==> src/rtl/round_robin_ready_queue_core_macros.svh <==
// assertion macros for the round-robin ready queue
// used by rtl modules that carry concurrent checks; no other dependencies
`ifndef ROUND_ROBIN_READY_QUEUE_CORE_MACROS_SVH
`define ROUND_ROBIN_READY_QUEUE_CORE_MACROS_SVH

// same-cycle implication, masked during reset
`define RRQ_ASSERT_IMPLIES(label, clk, rst, ante, cons) \
   label: assert property (@(posedge clk) disable iff (rst) (ante) |-> (cons)) \
      else $error("rrq assertion failed");

// next-cycle implication, masked during reset
`define RRQ_ASSERT_NEXT(label, clk, rst, ante, cons) \
   label: assert property (@(posedge clk) disable iff (rst) (ante) |=> (cons)) \
      else $error("rrq assertion failed");

`endif

==> src/rtl/rrq_pkg.sv <==
// shared types and constants for the round-robin ready queue
// no dependencies; used by the interfaces, the entry store and the top level
package rrq_pkg;

   localparam int QUEUE_DEPTH = 16;
   localparam int PID_BITS    = 16;

   localparam int ADDR_BITS        = (QUEUE_DEPTH > 1) ? $clog2(QUEUE_DEPTH) : 1;
   localparam int COUNT_BITS       = $clog2(QUEUE_DEPTH + 1);
   localparam int PID_FIELD_BITS   = 16;
   localparam int COUNT_FIELD_BITS = 5;

   typedef logic [PID_BITS-1:0]         pid_type;
   typedef logic [ADDR_BITS-1:0]        addr_type;
   typedef logic [COUNT_BITS-1:0]       count_type;
   typedef logic [PID_FIELD_BITS-1:0]   pid_field_type;
   typedef logic [COUNT_FIELD_BITS-1:0] count_field_type;

   typedef enum logic [1:0] {
      OP_APPEND = 2'd0,
      OP_REMOVE = 2'd1,
      OP_ROTATE = 2'd2,
      OP_LOOKUP = 2'd3
   } opcode_type;

   typedef enum logic [1:0] {
      ST_OK     = 2'd0,
      ST_ABSENT = 2'd1,
      ST_FULL   = 2'd2
   } status_type;

   typedef enum logic [2:0] {
      S_IDLE,
      S_SEARCH,
      S_SHIFT,
      S_ROT_HEAD,
      S_ROT_TAIL,
      S_HEAD_RD,
      S_LOAD,
      S_RESP
   } state_type;

   // one write and one read port of the entry store
   typedef struct packed {
      logic     wr_en;
      addr_type wr_addr;
      pid_type  wr_data;
      logic     rd_en;
      addr_type rd_addr;
   } mem_req_type;

endpackage

==> src/rtl/rrq_if.sv <==
// valid/ready channel interfaces for requests and responses
// depends on rrq_pkg for field widths
interface rrq_req_if;
   logic                   valid;
   logic                   ready;
   logic [1:0]             req_type;
   rrq_pkg::pid_field_type pid;

   modport source (output valid, req_type, pid, input ready);
   modport sink   (input valid, req_type, pid, output ready);
endinterface

interface rrq_rsp_if;
   logic                     valid;
   logic                     ready;
   logic [1:0]               status;
   rrq_pkg::pid_field_type   head_pid;
   rrq_pkg::count_field_type count;

   modport source (output valid, status, head_pid, count, input ready);
   modport sink   (input valid, status, head_pid, count, output ready);
endinterface

==> src/rtl/rrq_store.sv <==
// entry store of the ready queue: one write port, one registered read port
// depends on rrq_pkg
module rrq_store (
   input  logic                 clock,
   input  rrq_pkg::mem_req_type mem_req,
   output rrq_pkg::pid_type     rd_data
);

   rrq_pkg::pid_type mem [rrq_pkg::QUEUE_DEPTH];
   rrq_pkg::pid_type rd_data_ff;

   always_ff @(posedge clock) begin
      if (mem_req.wr_en) begin
         mem[mem_req.wr_addr] <= mem_req.wr_data;
      end
      if (mem_req.rd_en) begin
         rd_data_ff <= mem[mem_req.rd_addr];
      end
   end

   assign rd_data = rd_data_ff;

endmodule

==> src/rtl/round_robin_ready_queue_core.sv <==
// round-robin ready queue: sequencer, shared id comparator and response registers
// depends on rrq_pkg, rrq_if, rrq_store and the assertion macro header
//
// usage
//   req_if carries one transaction per request: req_type (append, remove, rotate,
//   lookup) and pid. rsp_if returns exactly one transaction per request: status,
//   head_pid (0 when empty) and count, all as they stand after the request.
// timing
//   one request at a time. the ids sit in a single-port-read store, so search and
//   gap closing walk it one entry per cycle; only search uses the one comparator.
//   append, refused append, empty-queue cases: read the head, then respond.
//   lookup: search from the head to the first match, read the head, respond.
//   remove: search, shift the entries behind the match down, read the head, respond.
//   rotate, two or more ids: hold the head, shift the rest down, put it at the tail.
//   a new request is taken in the cycle its predecessor's response is taken.
// reset
//   synchronous, active high: queue empty, sequencer idle, no response pending.
//   the id store is not cleared; only the first count entries are ever used.
// back-pressure
//   a response waits in its registers while rsp_if.ready is low; no request is
//   taken until it leaves.
`include "round_robin_ready_queue_core_macros.svh"

module round_robin_ready_queue_core (
   input logic        clock,
   input logic        reset,
   rrq_req_if.sink    req_if,
   rrq_rsp_if.source  rsp_if
);

   rrq_pkg::state_type   state_ff, state_in;
   rrq_pkg::count_type   count_ff, count_in;
   rrq_pkg::opcode_type  op_ff, op_in;
   rrq_pkg::pid_type     pid_ff, pid_in;
   rrq_pkg::addr_type    idx_ff, idx_in;
   rrq_pkg::pid_type     hold_ff, hold_in;
   rrq_pkg::status_type  status_ff, status_in;
   rrq_pkg::pid_type     head_ff, head_in;

   rrq_pkg::mem_req_type mem_req;
   rrq_pkg::pid_type     rd_data;

   rrq_pkg::opcode_type  req_op;
   rrq_pkg::pid_type     req_pid;
   rrq_pkg::count_type   idx_ext;
   logic                 req_fire;
   logic                 id_match;
   logic                 take_req;

   rrq_store u_store (
      .clock   (clock),
      .mem_req (mem_req),
      .rd_data (rd_data)
   );

   assign req_op   = rrq_pkg::opcode_type'(req_if.req_type);
   assign req_pid  = rrq_pkg::pid_type'(req_if.pid);
   assign req_fire = req_if.valid & req_if.ready;
   assign idx_ext  = rrq_pkg::count_type'(idx_ff);

   // the one comparator shared by lookup and remove
   assign id_match = (rd_data == pid_ff);

   always_comb begin
      state_in  = state_ff;
      count_in  = count_ff;
      op_in     = op_ff;
      pid_in    = pid_ff;
      idx_in    = idx_ff;
      hold_in   = hold_ff;
      status_in = status_ff;
      head_in   = head_ff;
      mem_req   = '0;
      take_req  = 1'b0;

      unique case (state_ff)
         rrq_pkg::S_IDLE: begin
            take_req = 1'b1;
         end
         rrq_pkg::S_SEARCH: begin
            if (id_match) begin
               if (op_ff == rrq_pkg::OP_LOOKUP) begin
                  state_in = rrq_pkg::S_HEAD_RD;
               end else if (idx_ext + rrq_pkg::count_type'(1) < count_ff) begin
                  // close the gap starting at the match
                  mem_req.rd_en   = 1'b1;
                  mem_req.rd_addr = idx_ff + rrq_pkg::addr_type'(1);
                  state_in        = rrq_pkg::S_SHIFT;
               end else begin
                  // match is the tail entry, nothing to move
                  count_in = count_ff - rrq_pkg::count_type'(1);
                  state_in = rrq_pkg::S_HEAD_RD;
               end
            end else if (idx_ext + rrq_pkg::count_type'(1) == count_ff) begin
               status_in = rrq_pkg::ST_ABSENT;
               state_in  = rrq_pkg::S_HEAD_RD;
            end else begin
               mem_req.rd_en   = 1'b1;
               mem_req.rd_addr = idx_ff + rrq_pkg::addr_type'(1);
               idx_in          = idx_ff + rrq_pkg::addr_type'(1);
            end
         end
         rrq_pkg::S_SHIFT: begin
            // rd_data holds entry idx+1, moved down to idx
            mem_req.wr_en   = 1'b1;
            mem_req.wr_addr = idx_ff;
            mem_req.wr_data = rd_data;
            if (idx_ext + rrq_pkg::count_type'(2) < count_ff) begin
               mem_req.rd_en   = 1'b1;
               mem_req.rd_addr = idx_ff + rrq_pkg::addr_type'(2);
               idx_in          = idx_ff + rrq_pkg::addr_type'(1);
            end else if (op_ff == rrq_pkg::OP_ROTATE) begin
               state_in = rrq_pkg::S_ROT_TAIL;
            end else begin
               count_in = count_ff - rrq_pkg::count_type'(1);
               state_in = rrq_pkg::S_HEAD_RD;
            end
         end
         rrq_pkg::S_ROT_HEAD: begin
            hold_in         = rd_data;
            mem_req.rd_en   = 1'b1;
            mem_req.rd_addr = rrq_pkg::addr_type'(1);
            idx_in          = '0;
            state_in        = rrq_pkg::S_SHIFT;
         end
         rrq_pkg::S_ROT_TAIL: begin
            mem_req.wr_en   = 1'b1;
            mem_req.wr_addr = rrq_pkg::addr_type'(count_ff - rrq_pkg::count_type'(1));
            mem_req.wr_data = hold_ff;
            state_in        = rrq_pkg::S_HEAD_RD;
         end
         rrq_pkg::S_HEAD_RD: begin
            mem_req.rd_en   = 1'b1;
            mem_req.rd_addr = '0;
            state_in        = rrq_pkg::S_LOAD;
         end
         rrq_pkg::S_LOAD: begin
            head_in  = (count_ff == '0) ? '0 : rd_data;
            state_in = rrq_pkg::S_RESP;
         end
         rrq_pkg::S_RESP: begin
            if (rsp_if.ready) begin
               take_req = 1'b1;
               state_in = rrq_pkg::S_IDLE;
            end
         end
         default: begin
            state_in = rrq_pkg::S_IDLE;
         end
      endcase

      // start of a new transaction
      if (take_req && req_if.valid) begin
         op_in     = req_op;
         pid_in    = req_pid;
         status_in = rrq_pkg::ST_OK;
         idx_in    = '0;
         state_in  = rrq_pkg::S_HEAD_RD;
         case (req_op)
            rrq_pkg::OP_APPEND: begin
               if (count_ff >= rrq_pkg::count_type'(rrq_pkg::QUEUE_DEPTH)) begin
                  status_in = rrq_pkg::ST_FULL;
               end else begin
                  mem_req.wr_en   = 1'b1;
                  mem_req.wr_addr = rrq_pkg::addr_type'(count_ff);
                  mem_req.wr_data = req_pid;
                  count_in        = count_ff + rrq_pkg::count_type'(1);
               end
            end
            rrq_pkg::OP_ROTATE: begin
               if (count_ff > rrq_pkg::count_type'(1)) begin
                  mem_req.rd_en   = 1'b1;
                  mem_req.rd_addr = '0;
                  state_in        = rrq_pkg::S_ROT_HEAD;
               end
            end
            default: begin
               // remove and lookup walk the queue from the head
               if (count_ff == '0) begin
                  status_in = rrq_pkg::ST_ABSENT;
               end else begin
                  mem_req.rd_en   = 1'b1;
                  mem_req.rd_addr = '0;
                  state_in        = rrq_pkg::S_SEARCH;
               end
            end
         endcase
      end
   end

   always_ff @(posedge clock) begin
      if (reset) begin
         state_ff <= rrq_pkg::S_IDLE;
         count_ff <= '0;
      end else begin
         state_ff <= state_in;
         count_ff <= count_in;
      end
   end

   always_ff @(posedge clock) begin
      op_ff     <= op_in;
      pid_ff    <= pid_in;
      idx_ff    <= idx_in;
      hold_ff   <= hold_in;
      status_ff <= status_in;
      head_ff   <= head_in;
   end

   assign req_if.ready    = take_req;
   assign rsp_if.valid    = (state_ff == rrq_pkg::S_RESP);
   assign rsp_if.status   = status_ff;
   assign rsp_if.head_pid = rrq_pkg::pid_field_type'(head_ff);
   assign rsp_if.count    = rrq_pkg::count_field_type'(count_ff);

   // occupancy never exceeds capacity
   `RRQ_ASSERT_IMPLIES(a_count_bound, clock, reset, 1'b1,
      count_ff <= rrq_pkg::count_type'(rrq_pkg::QUEUE_DEPTH))
   // the search pointer stays inside the occupied region
   `RRQ_ASSERT_IMPLIES(a_search_idx, clock, reset, state_ff == rrq_pkg::S_SEARCH,
      idx_ext < count_ff)
   // an accepted append into a non-full queue grows it by one
   `RRQ_ASSERT_NEXT(a_append_grow, clock, reset,
      req_fire && req_op == rrq_pkg::OP_APPEND &&
      count_ff < rrq_pkg::count_type'(rrq_pkg::QUEUE_DEPTH),
      count_ff == $past(count_ff) + rrq_pkg::count_type'(1))

endmodule
==> src/flat_wrapper.sv <==
// flat-port wrapper written by rule: the top's interface ports become plain ports
module round_robin_ready_queue_core_flat 
  (clock, reset, req_if_valid, req_if_req_type, req_if_pid, req_if_ready, rsp_if_valid, rsp_if_status, rsp_if_head_pid, rsp_if_count, rsp_if_ready);
  rrq_req_if req_if_i ();
  rrq_rsp_if rsp_if_i ();
  input logic clock;
  input logic reset;
  input wire logic [$bits(req_if_i.valid)-1:0] req_if_valid;
  input wire logic [$bits(req_if_i.req_type)-1:0] req_if_req_type;
  input wire logic [$bits(req_if_i.pid)-1:0] req_if_pid;
  output wire logic [$bits(req_if_i.ready)-1:0] req_if_ready;
  output wire logic [$bits(rsp_if_i.valid)-1:0] rsp_if_valid;
  output wire logic [$bits(rsp_if_i.status)-1:0] rsp_if_status;
  output wire logic [$bits(rsp_if_i.head_pid)-1:0] rsp_if_head_pid;
  output wire logic [$bits(rsp_if_i.count)-1:0] rsp_if_count;
  input wire logic [$bits(rsp_if_i.ready)-1:0] rsp_if_ready;
  assign req_if_i.valid = req_if_valid;
  assign req_if_i.req_type = req_if_req_type;
  assign req_if_i.pid = req_if_pid;
  assign req_if_ready = req_if_i.ready;
  assign rsp_if_valid = rsp_if_i.valid;
  assign rsp_if_status = rsp_if_i.status;
  assign rsp_if_head_pid = rsp_if_i.head_pid;
  assign rsp_if_count = rsp_if_i.count;
  assign rsp_if_i.ready = rsp_if_ready;
  round_robin_ready_queue_core u_core (.clock(clock), .reset(reset), .req_if(req_if_i), .rsp_if(rsp_if_i));
endmodule
==> config.mk <==
export PLATFORM = sky130hd
export DESIGN_NAME = round_robin_ready_queue_core_flat
export DESIGN_NICKNAME = d
export VERILOG_FILES = /design/src/rtl/rrq_pkg.sv /design/src/rtl/rrq_if.sv /design/src/rtl/rrq_store.sv /design/src/rtl/round_robin_ready_queue_core.sv /design/src/flat_wrapper.sv
export VERILOG_INCLUDE_DIRS = /design/src /design/src/rtl
export SDC_FILE = /design/constraint.sdc
export NUM_CORES = 1
export LEC_CHECK = 0
export ABC_AREA = 1
export BUFFER_PORTS_ARGS = -buffer_cell sky130_fd_sc_hd__buf_2
export CORE_ASPECT_RATIO = 0.75
export CORE_MARGIN = 2
export CORE_UTILIZATION = 55
export DETAILED_ROUTE_END_ITERATION = 7
export PLACE_DENSITY = 0.72
export SLEW_MARGIN = 30
export SYNTH_ARGS = -nofsm -noshare
export SYNTH_HDL_FRONTEND = slang
export SYNTH_SLANG_ARGS = --single-unit
export TNS_END_PERCENT = 1
==> constraint.sdc <==
create_clock -name clock -period 6.8 [get_ports clock]
set_clock_uncertainty 0.05 [all_clocks]
set_input_delay 1.02 -clock clock [delete_from_list [all_inputs] [get_ports clock]]
set_output_delay 1.02 -clock clock [all_outputs]
set_load 0.01 [all_outputs]
Word level (Yosys, flattened, before mapping)

Memories as Yosys holds them, arrays and structs flattened. A register that Yosys moved wholly into a read port is not among the register bits.
Index checks and enable logic that the tools add are counted.

Add/subtract/negate cells: 6
Multiply operators: 0
Divide/modulo/power cells: 0
Magnitude comparators: 4
Eq/ne operators: 19
Shifts and indexed selects: 0
Muxes and demuxes: 49
Bitwise operators: 0
Reduce and logical (&&, ||, !) cells: 11

Operators by type and width:

| operator            | number |
|---|---|
| $mux 5              | 15 |
| $mux 21             | 2 |
| $pmux 21 s2         | 1 |
| $mux 3              | 9 |
| $mux 26             | 1 |
| $pmux 3 s7          | 1 |
| $pmux 5 s2          | 2 |
| $pmux 5 s4          | 1 |
| $eq 16x16->1        | 1 |
| $eq 3x3->1 const B  | 4 |
| $mux 4              | 3 |
| $pmux 4 s3          | 1 |
| $lt 5x5->1          | 2 |
| $mux 2              | 5 |
| $reduce_and 4->1    | 2 |
| $reduce_bool 8->1   | 1 |
| $eq 2x2->1 const B  | 3 |
| $eq 3x2->1 const B  | 2 |
| $ne 2x2->1 const B  | 3 |
| $pmux 3 s2          | 1 |
| $add 4x1->5 const B | 1 |
| $add 4x2->5 const B | 1 |
| $add 5x1->5 const B | 1 |
| $eq 5x5->1          | 1 |
| other kinds (20)    | 25 |

Register bits after elaboration: 64
Bits in latches: 0
Bits in writable memories: 256
ROM bits: 0
Bits of input ports: 22
Output and inout port bits: 25
Logic and storage cells: 98
Memories: 1

Memories:

| memory             | depth | bits a word | rd ports | clocked after memory_dff | wr ports | RTL line       | source |
|---|---|---|---|---|---|---|---|
| u_core.u_store.mem | 16    | 16          | 1        | 1                        | 1        | rrq_store.sv:9 | `rrq_pkg::pid_type mem [rrq_pkg::QUEUE_DEPTH];` |

Logic depth before layout (Yosys ltp)

Word-level depth: 11
Depth in mapped cells: 24

Modules after synthesis

Synthesis repeated with hierarchy kept, for this count alone.

Cells, all modules: 1572
Area total of the unflattened synthesis: 15444.8 um^2

Modules (own cells, without submodules):

| module                       | times used | cells each | area each (um^2) |
|---|---|---|---|
| rrq_store                    | 1          | 1074       | 11541.1 |
| round_robin_ready_queue_core | 1          | 498        | 3903.7 |

Least setup slack after synthesis

Ideal clock, no wire load.

Kind: in2reg
From: input rsp_if_ready
To: memory u_core.u_store.mem[0][0] (netlist bit), enable pin
Setup time: 389 ps
Arrival time: 2781 ps
Data required time: 6361 ps
Setup slack: 3580 ps
Stages on the path: 8
Path buffers: 0
Path through: nand2_1 o21ai_2 nand2_4 clkinv_4 nand2_2 o21ai_0 nand2_1 a211oi_2

Longest elaborated chain between the ends: 6

Ends and longest elaborated chain:

| what                         | RTL line                            | source |
|---|---|---|
| start, declared              | flat_wrapper.sv:16                  | `input wire logic [$bits(rsp_if_i.ready)-1:0] rsp_if_ready;` |
| $mux 1 *                     | round_robin_ready_queue_core.sv:142 | `if (rsp_if.ready) begin` |
| $pmux 1 s2 *                 | round_robin_ready_queue_core.sv:76  | `unique case (state_ff)` |
| named net req_if_ready       | flat_wrapper.sv:11                  | `output wire logic [$bits(req_if_i.ready)-1:0] req_if_ready;` |
| $logic_and 1x1->1 *          | round_robin_ready_queue_core.sv:153 | `if (take_req && req_if.valid) begin` |
| $mux 26 *                    | round_robin_ready_queue_core.sv:153 |  |
| $mux 1                       | rrq_store.sv:13                     | `if (mem_req.wr_en) begin` |
| $mux 1 (implied by the code) | rrq_store.sv:14                     | `mem[mem_req.wr_addr] <= mem_req.wr_data;` |
| end, declared                | rrq_store.sv:9                      |  |

Mark *: on every way through the listed nets, which the timed path passes. The rest lies on a longest branch.

Final worst setup path

From: register u_core.idx_ff[2]
To: register u_core.u_store.rd_data_ff[8] (netlist: u_core.u_store.rd_data[8]) (read register of u_core.u_store.mem) (data pin)

Longest elaborated chain between the ends: 9

Ends and longest elaborated chain:

| what                      | RTL line                                                                 | source |
|---|---|---|
| start, declared           | round_robin_ready_queue_core.sv:35                                       | `rrq_pkg::addr_type idx_ff, idx_in;` |
| start signal, assigned    | round_robin_ready_queue_core.sv:204                                      | `idx_ff <= idx_in;` |
| $add 4x1->5               | round_robin_ready_queue_core.sv:84, round_robin_ready_queue_core.sv:94   |  |
| $lt 5x5->1                | round_robin_ready_queue_core.sv:84                                       | `end else if (idx_ext + rrq_pkg::count_type'(1) < count_ff) begin` |
| $mux 5                    | round_robin_ready_queue_core.sv:84                                       |  |
| $mux 5                    | round_robin_ready_queue_core.sv:82                                       | `if (op_ff == rrq_pkg::OP_LOOKUP) begin` |
| $mux 5                    | round_robin_ready_queue_core.sv:81                                       | `if (id_match) begin` |
| $pmux 5 s4 *              | round_robin_ready_queue_core.sv:76                                       |  |
| $mux 5 (on tied branches) | round_robin_ready_queue_core.sv:179, round_robin_ready_queue_core.sv:171 |  |
| $pmux 5 s2                | round_robin_ready_queue_core.sv:159                                      | `case (req_op)` |
| $mux 26 *                 | round_robin_ready_queue_core.sv:153                                      |  |
| end, declared             | rrq_store.sv:10                                                          | `rrq_pkg::pid_type rd_data_ff;` |

Mark *: on every way between the ends. The rest lies on a longest branch, timed or not.
A chain may end at the register's enable or synchronous reset.

==> run metrics <==
status=complete, no violations; DRC=0; Max Clock Freq=0.221 GHz; Initial DRT Pass Iterations=5; Tmin final=4.53 ns; global-route wire length before repair=58.0 mm; area grow syn2layout=10.4%; Synth cell types=43; pre-CTS setup slack=2.31 ns; Slew @ Worst Pin=1.01 ns; Fillers=2267; fin cells=1959; later-pin clock latency in the skew report=0.52 ns; Seq. cell area=9970 sq um; post-synthesis cell area=15600 sq um; Final Max Slew Viols=0; sequential area share after synthesis=0.639; r2r startpoint=u_core.idx_ff[2]$_SDFFE_PP0P_; H-Tree Depth=2; r2r endpoint=u_core.u_store.rd_data[8]$_DFFE_PP_; number of flops mapped to enable cells by yosys=~320; WL per Instance=19.2 um; Rows=53; CP most frequent cell=nand2_1; Setup crit end kind=flop; hold depth=0; Int Pwr=around 5.2 mW; initial antenna violation count=0; Critical Path Source=u_core.idx_ff[2]$_SDFFE_PP0P_; setup ws final=2.27 ns; Main synth FF type=edfxtp_1; total number of vias=around 11000; top-area cell type share of the netlist area=0.623; period utilization=0.666; Post-CTS Hold Fix Bufs=0; dominant cells by area after synthesis=edfxtp_1 (62%), nand3_1 (9.5%), inv_1 (6.9%); worst vdd ir=roughly 0.31 mV; # clock sinks=around 340; vias per inst=5.61; TritonCTS clock tree=done; Critical Path RT=approximately 7.0 ns; max_cap viols=0; Final GP Congestion=0.841; Slew headroom=0.325; Final setup viols=0; Port Buffer Count=46; Final Core Density=0.616; clk root buf=clkbuf_16; placed insts=1899; Worst-path clk slew=0.07 ns; area leader, netlist=edfxtp_1; Total Routing Usage GR=0.257; Die X=between 150 and 200 um; Hold WC Path Type=reg -> reg; global-route congestion overflow total=0; Post-synth ARST share=0; synth warn=0; Gate power share=0.400; P per Cell Area=approximately 510 nW/um^2; Net Sw Power=roughly 3.6 mW; largest net degree at the start of global routing=a little under 100; Syn Area/Cell=10.2 sq um; diode count=0; Die ar.=29800 sq um; final hold violation count=0; Routed WL=37.6 mm; CTS Buf Count=34; r2r setup slk=2.27 ns; critical path fanouts, max=77; Reg power frac=0.391; worst path cell trace=ha_1 > nor2_1 > or2_2 > nand2_1 > o21ai_0 > inv_1 > ha_1 > nand2_1 > inv_1 > nand2_1 > nand4_1 > nor2_1 > nand3_1 > nand2_1 > nand2_4 > nand2_4 > buf_4 > nand2_1 > nand3_1 > nand3_1 > nand3_1 > nand2_1; multi-input logic area=4250 sq um; I/O pins=47; die height=150 um; crit-path max cell delay=0.76 ns; Final TNS setup=0 ns; Seq cells post-synth=between 300 and 400; DR iter-0 viols=1354; core area=28000 sq um; class of the most critical setup path=reg -> reg; worst endpoint data arrival time=4.75 ns; Sw Ratio=0.408; remaining antenna violation count=0; R2R depth=22; post-CTS setup buffer count=0; post-cts sizing count=0; DPL Wire Length=22.9 mm; RSZ-0062 raised after global routing=false; Gate Count Post-Synth=1530; Initial Util=0.558; Final #Nets=1587; slowest CP cell=nand2_4; leakage power=approximately 7.3 nW; clock share of power=0.209; vias in the first global route=10300; Min Hold Slack=roughly 0.49 ns; startpoint types=flop; Net Count, Synth=1567; share of layout cells above drive strength 1=0.0959; worst setup path end=u_core.u_store.rd_data[8]$_DFFE_PP_; CTS Buffer Depth=3
-- Yosys cell counts, drive strengths merged, types with 12 or more instances --
cell type / count
edfxtp: 324
o211ai: 19
nand3: 296
ha: 15
nor2: 49
dfxtp: 12
nand2: 286
a21oi: 16
inv: 299
o21ai: 36
nand3b: 64
buf: 58
clkbuf: 15
-- placed cells by master (no fill, tap or decap), drive strengths merged, types with 5 or more instances in the layout --
master and instances:
nand3 296, nor3 6, a211oi 7, xor2 5, nor2 49, o21ai 36, buf 57, clkbuf 40
inv 301, clkinv 15, edfxtp 324, a21oi 16, nand2 286, ha 15, dfxtp 12, nand3b 64
o211ai 19
-- stage by stage --
stage | power, mW | instance area (sq um)
after floorplan | 5.84 | 15600
after global placement | 6.84 | 16100
after detailed placement | 6.95 | 16100
after CTS | 8.80 | 17200
after global routing | 9.36 | 17200
final | 8.83 | 17200
-- flip-flops by register name, summed over array words and instances, names as in the netlist, named ones only --
register                flops
u_core.u_store.mem        256
u_core.rsp_if.count         5
u_core.rsp_if.head_pid     16
u_core.state_ff             2
u_core.idx_ff               4
u_core.pid_ff              16
u_core.u_store.rd_data     16
u_core.rsp_if.status        2
u_core.op_ff                2
u_core.hold_ff             16
-- critical path, delay by kind of cell (launching register included) --
family                   cells  cell delay [ns]
buffers and inverters        3             0.61
flip-flops                   1             0.42
AO/OA/AOI/OAI                1             0.12
adder cells (fa/ha/maj)      2             0.43
AND/OR/NAND/NOR             16             2.54
-- layer usage --
| layer | part of all wire | GRT usage | vias to the layer above |
|---|---|---|---|
| met4 | 0.029 | 0.0866 | 0 |
| li1 | - | - | 5150 |
| met3 | 0.085 | 0.0376 | 71 |
| met2 | 0.45 | 0.391 | 524 |
| met5 | 0 | 0 | - |
| met1 | 0.43 | 0.383 | 5248 |
-- logic make-up after synthesis --
kind of cell | Yosys count | share of synthesized area
AND/OR/NAND/NOR | 710 | 0.213
buffers and inverters | 374 | 0.0968
flip-flops | 336 | 0.639
AO/OA/AOI/OAI | 90 | 0.0361
adder cells (fa/ha/maj) | 15 | 0.0120
XOR/XNOR | 5 | 0.00281
-- worst min path at each step --
stage	start	slack, ns	end
3_5_place_dp	u_core.u_store.rd_data[7]$_DFFE_PP_	0.48	u_core.hold_ff[7]$_DFFE_PN_
4_1_cts	u_core.u_store.rd_data[7]$_DFFE_PP_	0.49	u_core.hold_ff[7]$_DFFE_PN_
5_1_grt	u_core.u_store.rd_data[7]$_DFFE_PP_	0.51	u_core.hold_ff[7]$_DFFE_PN_
3_3_place_gp	u_core.u_store.rd_data[7]$_DFFE_PP_	0.47	u_core.hold_ff[7]$_DFFE_PN_
2_1_floorplan	u_core.u_store.rd_data[11]$_DFFE_PP_	0.42	u_core.hold_ff[11]$_DFFE_PN_
6_report	u_core.u_store.rd_data[7]$_DFFE_PP_	0.49	u_core.hold_ff[7]$_DFFE_PN_
-- final cells by class --
| type | count | share of cell area |
|---|---|---|
| Sequential cell | 336 | 0.578 |
| Multi-Input combinational cell | 820 | 0.247 |
| Inverter | 301 | 0.0658 |
| Clock buffer | 40 | 0.0519 |
| Tap cell | 385 | 0.0280 |
| Timing Repair Buffer | 57 | 0.0186 |
| Clock inverter | 20 | 0.0107 |
-- power by group through the flow --
stage	combinational, mW	sequential, mW	clock, mW
after floorplan	2.45	3.39	0
after global placement	3.36	3.49	0
after detailed placement	3.46	3.49	0
after CTS	3.48	3.45	1.86
after global routing	3.93	3.49	1.94
final	3.53	3.46	1.85
Note: power is estimated with default switching activity, not from simulation.
